--- src/rtl/edns_tlv_pkg.sv ---
// Shared types and constants for the EDNS option TLV scanner.
package edns_tlv_pkg;

	// Depth of the queue between the front and the back
	localparam int unsigned Q_DEPTH = 4;
	localparam int unsigned Q_AW    = 2;
	localparam int unsigned Q_CW    = Q_AW + 1;

	// Reset value of the searched option code (name server identifier)
	localparam logic [15:0] TARGET_RESET = 16'd3;

	// Item classes the front puts into the queue
	localparam logic [1:0] KIND_BYTE      = 2'd0;  // byte, record continues
	localparam logic [1:0] KIND_LAST_BYTE = 2'd1;  // byte that ends the record
	localparam logic [1:0] KIND_END       = 2'd2;  // end of record, no byte

	// Header byte positions inside one option
	localparam logic [1:0] HDR_CODE_HI = 2'd0;
	localparam logic [1:0] HDR_LEN_HI  = 2'd2;
	localparam logic [1:0] HDR_LEN_LO  = 2'd3;

	typedef struct packed {
		logic [1:0] kind;
		logic [7:0] data_byte;
	} q_item_t;

	// Head of the queue as seen by the back
	typedef struct packed {
		logic    valid;
		q_item_t item;
	} q_head_t;

	// Queue status for the top level
	typedef struct packed {
		logic [Q_CW-1:0] count;
	} q_status_t;

	function automatic logic kind_ends(input logic [1:0] kind);
		kind_ends = (kind == KIND_LAST_BYTE) || (kind == KIND_END);
	endfunction

endpackage

--- src/rtl/edns_tlv_front.sv ---
// Front part: accepts input beats, classifies them and queues them for the back.
module edns_tlv_front (
	input  logic                   clk,
	input  logic                   arst_n,
	input  logic                   push,
	output logic                   full,
	input  logic [7:0]             data_byte,
	input  logic                   byte_valid,
	input  logic                   last,
	output edns_tlv_pkg::q_head_t  head,
	input  logic                   take,
	output edns_tlv_pkg::q_status_t status
);
	import edns_tlv_pkg::*;

	q_item_t         mem_q [Q_DEPTH];
	logic [Q_AW-1:0] wr_ptr_q;
	logic [Q_AW-1:0] rd_ptr_q;
	logic [Q_CW-1:0] count_q;
	logic            accept;
	logic            keep;
	logic            wr_en;
	logic            rd_en;
	q_item_t         new_item;

	// Classify: a beat with no byte that does not end the record is dropped
	always_comb begin
		new_item.data_byte = data_byte;
		priority if (byte_valid && last) begin
			new_item.kind = KIND_LAST_BYTE;
		end else if (byte_valid) begin
			new_item.kind = KIND_BYTE;
		end else begin
			new_item.kind = KIND_END;
		end
		keep = byte_valid || last;
	end

	assign full   = (count_q == Q_CW'(Q_DEPTH));
	assign accept = push && !full;
	assign wr_en  = accept && keep;
	assign rd_en  = take && (count_q != '0);

	// Queue storage
	always_ff @(posedge clk) begin
		if (wr_en) begin
			mem_q[wr_ptr_q] <= new_item;
		end
	end

	// Queue pointers and fill count
	always_ff @(posedge clk or negedge arst_n) begin
		if (!arst_n) begin
			wr_ptr_q <= '0;
			rd_ptr_q <= '0;
			count_q  <= '0;
		end else begin
			if (wr_en) begin
				wr_ptr_q <= wr_ptr_q + 1'b1;
			end
			if (rd_en) begin
				rd_ptr_q <= rd_ptr_q + 1'b1;
			end
			unique case ({wr_en, rd_en})
				2'b10:   count_q <= count_q + 1'b1;
				2'b01:   count_q <= count_q - 1'b1;
				default: count_q <= count_q;
			endcase
		end
	end

	assign head.valid   = (count_q != '0);
	assign head.item    = mem_q[rd_ptr_q];
	assign status.count = count_q;

endmodule

--- src/rtl/edns_tlv_back.sv ---
// Back part: walks the option list byte by byte and holds the finished result.
module edns_tlv_back (
	input  logic                  clk,
	input  logic                  arst_n,
	input  edns_tlv_pkg::q_head_t head,
	output logic                  take,
	input  logic                  cfg_we,
	input  logic [15:0]           cfg_wdata,
	output logic                  empty,
	input  logic                  pop,
	output logic                  found,
	output logic [15:0]           found_offset,
	output logic                  well_formed
);
	import edns_tlv_pkg::*;

	logic [15:0] target_q;
	logic [15:0] offset_q;
	logic [1:0]  hidx_q;
	logic [15:0] opt_start_q;
	logic [15:0] code_q;
	logic [15:0] len_q;
	logic [15:0] left_q;
	logic        match_q;
	logic [15:0] match_off_q;
	logic        res_valid_q;
	logic        res_found_q;
	logic [15:0] res_off_q;
	logic        res_wf_q;

	logic [15:0] offset_d;
	logic [1:0]  hidx_d;
	logic [15:0] opt_start_d;
	logic [15:0] code_d;
	logic [15:0] len_d;
	logic [15:0] left_d;
	logic        match_d;
	logic [15:0] match_off_d;
	logic        has_byte;
	logic        ends;
	logic        slot_free;

	// Take a beat unless it ends a record while the result slot is still full
	assign has_byte  = (head.item.kind == KIND_BYTE) || (head.item.kind == KIND_LAST_BYTE);
	assign ends      = kind_ends(head.item.kind);
	assign slot_free = !res_valid_q || pop;
	assign take      = head.valid && (!ends || slot_free);

	// Next walk state for one byte
	always_comb begin
		offset_d    = offset_q;
		hidx_d      = hidx_q;
		opt_start_d = opt_start_q;
		code_d      = code_q;
		len_d       = len_q;
		left_d      = left_q;
		match_d     = match_q;
		match_off_d = match_off_q;
		if (has_byte) begin
			offset_d = offset_q + 16'd1;
			if (left_q != '0) begin
				left_d = left_q - 16'd1;
			end else begin
				if (hidx_q == HDR_CODE_HI) begin
					opt_start_d = offset_q;
				end
				if (hidx_q < HDR_LEN_HI) begin
					code_d = {code_q[7:0], head.item.data_byte};
				end else begin
					len_d = {len_q[7:0], head.item.data_byte};
				end
				if (hidx_q == HDR_LEN_LO) begin
					// Header complete: code is final, length just assembled
					if (!match_q && (code_q == target_q)) begin
						match_d     = 1'b1;
						match_off_d = opt_start_q;
					end
					left_d = len_d;
					hidx_d = HDR_CODE_HI;
				end else begin
					hidx_d = hidx_q + 2'd1;
				end
			end
		end
	end

	// Config register
	always_ff @(posedge clk or negedge arst_n) begin
		if (!arst_n) begin
			target_q <= TARGET_RESET;
		end else if (cfg_we) begin
			target_q <= cfg_wdata;
		end
	end

	// Walk state; cleared at the end of each record
	always_ff @(posedge clk or negedge arst_n) begin
		if (!arst_n) begin
			offset_q    <= '0;
			hidx_q      <= HDR_CODE_HI;
			opt_start_q <= '0;
			code_q      <= '0;
			len_q       <= '0;
			left_q      <= '0;
			match_q     <= 1'b0;
			match_off_q <= '0;
		end else if (take) begin
			if (ends) begin
				offset_q    <= '0;
				hidx_q      <= HDR_CODE_HI;
				opt_start_q <= '0;
				code_q      <= '0;
				len_q       <= '0;
				left_q      <= '0;
				match_q     <= 1'b0;
				match_off_q <= '0;
			end else begin
				offset_q    <= offset_d;
				hidx_q      <= hidx_d;
				opt_start_q <= opt_start_d;
				code_q      <= code_d;
				len_q       <= len_d;
				left_q      <= left_d;
				match_q     <= match_d;
				match_off_q <= match_off_d;
			end
		end
	end

	// Result slot valid
	always_ff @(posedge clk or negedge arst_n) begin
		if (!arst_n) begin
			res_valid_q <= 1'b0;
		end else if (take && ends) begin
			res_valid_q <= 1'b1;
		end else if (pop) begin
			res_valid_q <= 1'b0;
		end
	end

	// Result payload
	always_ff @(posedge clk) begin
		if (take && ends) begin
			res_found_q <= match_d;
			res_off_q   <= match_d ? match_off_d : 16'd0;
			res_wf_q    <= (hidx_d == HDR_CODE_HI) && (left_d == '0);
		end
	end

	assign empty        = !res_valid_q;
	assign found        = res_found_q;
	assign found_offset = res_off_q;
	assign well_formed  = res_wf_q;

endmodule

--- src/rtl/edns_option_tlv_scanner_unit.sv ---
// Top level of the EDNS option TLV scanner: front, queue and back joined.
//
//  channel   | handshake          | payload
//  ----------+--------------------+-----------------------------------
//  input     | push / full        | data_byte, byte_valid, last
//  result    | empty / pop        | found, found_offset, well_formed
//  config    | cfg_we             | cfg_wdata (target option code)
//
// One input beat per cycle while full is low; a beat waits in the queue registers until the back takes it.
// The result of a record shows in the cycle after its last beat is walked.
// A four-entry queue parts front and back; full rises only when it is full.
// The one-entry result slot holds a record end while a result waits unpopped.
// arst_n clears all control state at once; the target code resets to 3.
module edns_option_tlv_scanner_unit (
	input  logic        clk,
	input  logic        arst_n,
	input  logic        push,
	output logic        full,
	input  logic [7:0]  data_byte,
	input  logic        byte_valid,
	input  logic        last,
	input  logic        cfg_we,
	input  logic [15:0] cfg_wdata,
	output logic        empty,
	input  logic        pop,
	output logic        found,
	output logic [15:0] found_offset,
	output logic        well_formed
);
	import edns_tlv_pkg::*;

	q_head_t   head;
	q_status_t status;
	logic      take;

	// Front: classify and queue
	edns_tlv_front u_front (
		.clk        (clk),
		.arst_n     (arst_n),
		.push       (push),
		.full       (full),
		.data_byte  (data_byte),
		.byte_valid (byte_valid),
		.last       (last),
		.head       (head),
		.take       (take),
		.status     (status)
	);

	// Back: option walk and result slot
	edns_tlv_back u_back (
		.clk          (clk),
		.arst_n       (arst_n),
		.head         (head),
		.take         (take),
		.cfg_we       (cfg_we),
		.cfg_wdata    (cfg_wdata),
		.empty        (empty),
		.pop          (pop),
		.found        (found),
		.found_offset (found_offset),
		.well_formed  (well_formed)
	);

`ifndef NO_ASSERTIONS
	// Queue head is valid exactly when the fill count is nonzero
	a_head_count: assert property (@(posedge clk) disable iff (!arst_n)
		head.valid == (status.count != '0))
		else $error("queue head valid disagrees with fill count");

	// A record end is never walked while an unpopped result waits
	a_no_overwrite: assert property (@(posedge clk) disable iff (!arst_n)
		(!empty && !pop && take) |-> !kind_ends(head.item.kind))
		else $error("result slot overwritten");

	// A popped result leaves the slot empty unless a new record ends
	a_pop_clears: assert property (@(posedge clk) disable iff (!arst_n)
		(pop && !empty && !(take && kind_ends(head.item.kind))) |=> empty)
		else $error("result slot not freed after pop");

	// Nothing is taken from an empty queue
	a_take_valid: assert property (@(posedge clk) disable iff (!arst_n)
		(status.count == '0) |-> !take || !head.valid)
		else $error("take from empty queue");
`endif

endmodule

--- config.mk ---
export PLATFORM = sky130hd
export DESIGN_NAME = edns_option_tlv_scanner_unit
export DESIGN_NICKNAME = d
export VERILOG_FILES = /design/src/rtl/edns_tlv_pkg.sv /design/src/rtl/edns_tlv_front.sv /design/src/rtl/edns_tlv_back.sv /design/src/rtl/edns_option_tlv_scanner_unit.sv
export SDC_FILE = /design/constraint.sdc
export NUM_CORES = 1
export LEC_CHECK = 0
export ABC_AREA = 1
export BUFFER_PORTS_ARGS = -buffer_cell sky130_fd_sc_hd__buf_2
export CELL_PAD_IN_SITES_DETAIL_PLACEMENT = 2
export CELL_PAD_IN_SITES_GLOBAL_PLACEMENT = 2
export CORE_MARGIN = 1
export CORE_UTILIZATION = 41
export CTS_CLUSTER_SIZE = 28
export DETAILED_ROUTE_END_ITERATION = 16
export PLACE_DENSITY = 0.85
export SKIP_LAST_GASP = 1
export SLEW_MARGIN = 15
export SYNTH_ARGS = -nofsm -noshare
export SYNTH_HDL_FRONTEND = slang
export SYNTH_SLANG_ARGS = --single-unit
--- constraint.sdc ---
create_clock -name clk -period 8.7 [get_ports clk]
set_input_delay 0.87 -clock clk [delete_from_list [all_inputs] [get_ports clk]]
set_output_delay 0.87 -clock clk [all_outputs]
set_load 0.005 [all_outputs]
Word level (Yosys, flattened, before mapping):

Memories as Yosys holds them, arrays and structs flattened.
Index checks and enable logic that the tools add are counted.

* logic and storage cells: 104
* flip-flop bits (word level): 141
* bits in read-only memories: 0
* bits in latches: 0
* output and inout port bits: 20
* memories: 1
* RAM bits: 40

* equality and inequality tests: 8
* bitwise logic cells: 0
* reductions and logical operators: 32
* shift operators: 0
* order comparisons: 1
* mux-type cells: 39
* add/sub/neg operators: 7
* multiply operators: 0
* divide/modulo/power cells: 0

Memories
* u_front.mem_q: words 4, width 10, read ports 1, clocked after memory_dff 0, write ports 1, line edns_tlv_front.sv:16 `q_item_t mem_q [Q_DEPTH];`

Operators with widths (number)
* two-way mux 16 bit: 23
* adder 16 x 1 -> 16 bit, second input constant: 1
* == test 16 bit: 1
* zero test 16 bit: 1
* nonzero test 16 bit: 1
* subtractor 16 x 1 -> 16 bit, second input constant: 1
* two-way mux 2 bit: 6
* nonzero test 2 bit: 5
* two-way mux 1 bit: 9
* logical AND 1 bit: 8
* AND reduction 4 bit: 2
* adder 2 x 1 -> 2 bit, second input constant: 3
* == test 2 bit, second input constant: 3
* zero test 2 bit: 3
* one-hot mux 3 bit (2 select lines): 1
* logical OR 1 bit: 5
* == test 2 x 1 -> 1 bit, second input constant: 2
* zero test 1 bit: 4
* adder 3 x 1 -> 3 bit, second input constant: 1
* == test 3 bit, second input constant: 1
* AND reduction 3 bit: 1
* nonzero test 3 bit: 1
* subtractor 3 x 1 -> 3 bit, second input constant: 1
* less-than comparator 2 bit, second input constant: 1
* 2 further kinds: 2

Depth between registers and ports, before layout:

An unclocked memory read counts as a cell.

* depth after elaboration: 9
* mapped depth: 18

Modules after synthesis:

From an unflattened synthesis, not the netlist that was laid out.

* cells, all modules: 1074
* area total of the unflattened synthesis: 9031.2 um2

By module, submodules not included
* edns_tlv_back: area an instance 6916.6 um2, cells each 891, times used 1
* edns_tlv_front: area an instance 2114.5 um2, cells each 183, times used 1

Worst setup path after synthesis:

OpenSTA, ideal clock, no wires.

* path kind: reg2reg
* start point: reg u_front.rd_ptr_q[0]
* end point: reg u_front.count_q[2], in the netlist u_front.status[2]
* stages on the path, launching flop included: 17
* library setup time: 0.131 ns
* arrival time: 2.881 ns
* slack: 5.688 ns
* cell sequence: dfrtp_1 -> inv_1 -> clkbuf_1 -> nand2_1 -> a32oi_1 -> inv_1 -> ha_1 -> nand2_1 -> nand2_1 -> inv_2 -> clkbuf_1 -> ha_1 -> inv_1 -> fa_1 -> a21oi_1 -> o21ai_0 -> xor2_1

* cells in the longest elaborated chain, start to end: 9
* elaborated cells between the ends (all ways): 12
* those cells by class: eq/ne (4); mux (1); reduce/logical (6); memory (1)

Ends and longest elaborated chain
* start, declared: line edns_tlv_front.sv:18 `logic [Q_AW-1:0] rd_ptr_q;`
* start signal, assigned: line edns_tlv_front.sv:62 `rd_ptr_q <= rd_ptr_q + 1'b1;`
* memory (4 x 10 bit) (*)
* == test 2 x 1 -> 1 bit / == test 2 bit (equally long branches): line edns_tlv_pkg.sv:39 `kind_ends = (kind == KIND_LAST_BYTE) || (kind == KIND_END);`
* logical OR 1 bit (*): line edns_tlv_pkg.sv:39
* zero test 1 bit (*): line edns_tlv_back.sv:47 `assign take = head.valid && (!ends || slot_free);`
* logical OR 1 bit (*): line edns_tlv_back.sv:47
* logical AND 1 bit (*): line edns_tlv_back.sv:47
* via take: line edns_option_tlv_scanner_unit.sv:34 `logic take;`
* logical AND 1 bit (*): line edns_tlv_front.sv:42 `assign rd_en = take && (count_q != '0);`
* == test 2 x 1 -> 1 bit / == test 2 bit (equally long branches): line edns_tlv_front.sv:64 `unique case ({wr_en, rd_en})`
* one-hot mux 3 bit (2 select lines) / nonzero test 2 bit (equally long branches)
* end signal, assigned: line edns_tlv_front.sv:65 `2'b10: count_q <= count_q + 1'b1;`
* end signal, assigned: line edns_tlv_front.sv:66 `2'b01: count_q <= count_q - 1'b1;`
* end signal, assigned: line edns_tlv_front.sv:67 `default: count_q <= count_q;`
* end, declared: line edns_tlv_front.sv:19 `logic [Q_CW-1:0] count_q;`

The timed path passes the listed nets; every way through them passes the cells marked *.
A chain may end at the register's enable or synchronous reset.

Final worst setup path:

* start point: reg u_front.rd_ptr_q[0]
* end point: reg u_back.code_q[5]

* cells in the longest elaborated chain, start to end: 7
* elaborated cells between the ends (all ways): 17
* those cells by class: eq/ne (3); mux (4); reduce/logical (9); memory (1)

Ends and longest elaborated chain
* memory (4 x 10 bit) (*)
* == test 2 x 1 -> 1 bit / == test 2 bit (equally long branches): line edns_tlv_pkg.sv:39, edns_tlv_back.sv:44
* logical OR 1 bit: line edns_tlv_pkg.sv:39
* zero test 1 bit: line edns_tlv_back.sv:47
* logical OR 1 bit: line edns_tlv_back.sv:47
* logical AND 1 bit: line edns_tlv_back.sv:47
* AND reduction 4 bit (no source line)
* end signal, assigned: line edns_tlv_back.sv:121 `code_q <= code_d;`
* end, declared: line edns_tlv_back.sv:21 `logic [15:0] code_q;`

Mark *: on every way between the ends. The rest lies on a longest branch, timed or not. The select of a mux whose other input is x is not followed.

==> summary.md <==
| Metric | Value |
|---|---|
| Slew @ Worst Pin | `1141 ps` |
| Final Hold Vio Count | `0` |
| Pwr dens | `372.8 mW/mm2` |
| Critical R2R Capture | `u_back.code_q[5]` |
| Period utilization | `0.6571` |
| Residual DRC | `0` |
| Final wirelength | `31490 um` |
| Worst Path Arrival | `5980 ps` |
| Fmax | `174.9 MHz` |
| Worst-path clk slew | `80 ps` |
| Syn Nets | `1083` |
| Top-count cell post-synth | `nand2_1` |
| Initial drt markers | `285` |
| GP Congestion | `0.8222` |
| Synth top area cells | `dfrtp_1 34%, edfxtp_1 20%, nand2_1 12%` |
| Max-cap violation count | `0` |
| Hold slack | `384.1 ps` |
| Share of post-route cells with drive strength above 1 | `0.1151` |
| I/O Pins | `51` |
| Die Y | `149.0 um` |
| CTS tree | `built` |
| Area of the multi-input gates | `0.003369 mm2` |
| Sum Neg Setup Slack | `0 ps` |
| Overall Global Routing Usage | `0.3025` |
| Leak Pwr | `4.514 nW` |
| Num CTS Buffers | `17` |
| DR vias/cell | `5.640` |
| CP Capture Type | `register` |
| Die ar. | `0.02219 mm2` |
| Post-synth top area cell | `dfrtp_1` |
| Layout Skew | `14.43 ps` |
| CP max FO | `22` |
| Startpoint Class | `register` |
| Cts repair resizes | `0` |
| Diodes inserted | `0` |
| Reg2Reg Depth | `13` |
| Vias in the first global route | `8642` |
| Detail Placement HPWL | `20690 um` |
| Area grow syn2layout | `12.08%` |
| Critical Path RT | `8960 ps` |
| Vias post-DR | `7676` |
| Slowest cell on crit path | `a21oi_2` |
| Fin. max-slew vios | `0` |
| EDFF count, synth | `58` |
| FF-to-FF setup slack | `2980 ps` |
| CTS Hold Buffers Added | `0` |
| Flip-flop and latch area | `0.004822 mm2` |
| Delay-heaviest family, CP | `buffers and inverters` |
| Wire length per cell | `23.14 um` |
| Initial antenna violation count | `0` |
| Synth cell count leaders | `272 x nand2_1, 121 x dfrtp_1, 120 x inv_1` |
| Layout Cells excl Fill | `1361` |
| CP cell instances | `inv_1, nand2_1, a32oi_1, inv_1, ha_1, nand2_1, nand2_1, inv_2, nand2_1, nor2_2, inv_1, a21oi_2, o22ai_1` |
| Slowest cell delay on critical path | `760 ps` |
| Ys flop type | `dfrtp_1` |
| Post-Syn Instances | `1038` |
| Critical Path Most Common Cell | `nand2_1` |
| Core Box Area | `0.02109 mm2` |
| Status | `complete, no violations` |
| Top-area cell type share of the netlist area | `0.3420` |
| Fin crit period | `5717 ps` |
| Placed Instances | `1329` |
| Peak VDD IR | `0.0002810 V` |
| Mapped Area | `0.008853 mm2` |
| Pin count of the biggest net entering global routing | `44` |
| Antenna Nets Post-Route | `0` |
| First-pass GRT wire length | `50000 um` |
| Post-synthesis area per instance | `8.529 um2` |
| Port Buffer Count | `50` |
| Clock root cell | `clkbuf_16` |
| GRT overflow | `0` |
| Slew HR | `0.2365` |
| Clock Path Buffers | `2` |
| Initial Util | `0.4198` |
| Worst r2r src | `u_front.rd_ptr_q[0]` |
| RSZ-0062 raised after global routing | `no` |
| Buffers & Inverters on Critical Path | `4` |
| Critical path type | `register to register` |
| H-tree Lvls | `4` |
| Fin nets | `1118` |
| Netlist cell types | `39` |
| Final setup fails | `0` |
| DR pass1 iterations | `5` |
| Hold Path Class | `input pin to async pin` |
| Die width | `149.0 um` |
| Asr flop ratio synth | `0.6796` |
| Clk_lat worst skew | `450 ps` |
| Row count | `53` |
| Sink Count | `181` |
| Core Util, Final | `0.4706` |
| Synth Register Bits | `181` |
| Filler Cell Count | `2364` |
| Post CTS Setup Buffer Count | `0` |
| Number of synthesis warnings | `0` |
| Seq/Total Area, Yosys | `0.5447` |
[cell families after synthesis]
kind of cell / after synthesis / synth area share
AO/OA/AOI/OAI: 149 / 0.09568
XOR/XNOR: 13 / 0.01286
adder cells (fa/ha/maj): 14 / 0.02063
buffers and inverters: 173 / 0.07589
flip-flops: 181 / 0.5447
multiplexers: 7 / 0.008904
AND/OR/NAND/NOR: 501 / 0.2414
[how the worst max path moves through the flow]
stage | depth (start not counted) | end | slack [ps] | startpoint
2_1_floorplan | 16 | u_front.status[2] | 5690 | u_front.rd_ptr_q[0]
3_3_place_gp | 13 | u_back.code_q[3] | 3800 | u_front.rd_ptr_q[0]
3_5_place_dp | 13 | u_back.code_q[13] | 3300 | u_front.rd_ptr_q[0]
4_1_cts | 13 | u_back.code_q[5] | 3070 | u_front.rd_ptr_q[0]
5_1_grt | 12 | u_back.code_q[5] | 2640 | u_front.rd_ptr_q[0]
6_report | 13 | u_back.code_q[5] | 2980 | u_front.rd_ptr_q[0]
[through the flow]
step	area, um2	worst slack [ps]	power (W)
6_report	9923	2983	0.003699
5_1_grt	9923	2637	0.003914
4_1_cts	9916	3075	0.003697
3_5_place_dp	9318	3300	0.002829
3_3_place_gp	9318	3797	0.002725
2_1_floorplan	8853	5688	0.002268
[flip-flops by register name, summed over array words and instances (netlist names), 3 cells and up]
name and flops:
u_back.len_q 16, u_back.left_q 16, u_back.target_q 16, u_back.found_offset 16, u_front.status 3, u_back.match_off_q 16, u_front.mem_q 40, u_back.code_q 16
u_back.opt_start_q 16, u_back.offset_q 16
[report_power, final]
group / internal, W / switching (W)
logic: 0.000425 / 0.00125
clock network: 0.000414 / 0.000403
registers: 0.00107 / 0.000135
total: 0.00191 / 0.00179
[cells in the final DEF, fill, tap and decap left out, drive strengths merged, types with 2 or more instances in the layout]
cell	n
buf	54
nand4	21
nor3	13
inv	144
nand3	89
dfstp	2
clkinvlp	2
clkbuf	17
dfrtp	121
nor2	101
o21ai	64
xnor2	2
o22ai	43
ha	13
mux2	7
a32oi	2
a22o	8
clkinv	3
xor2	11
a21oi	29
or2	2
edfxtp	58
nand2	272
[layout make-up]
class | instances | share of cell area
Clock buffer | 17 | 0.04287
Clock inverter | 15 | 0.01740
Inverter | 135 | 0.05107
Multi-Input combinational cell | 684 | 0.3396
Sequential cell | 181 | 0.4859
Tap cell | 275 | 0.03467
Timing Repair Buffer | 54 | 0.02850
[routing by layer]
metal | up-vias | wire [um] | share of wire | GRT usage
met5 | - | 0 | 0 | 0
met2 | 161 | 16560 | 0.53 | 0.5379
met4 | 0 | 1066 | 0.034 | 0.1388
li1 | 3480 | - | - | -
met1 | 3970 | 12890 | 0.41 | 0.3585
met3 | 65 | 976 | 0.031 | 0.04557
(Power assumes the default switching activity.)
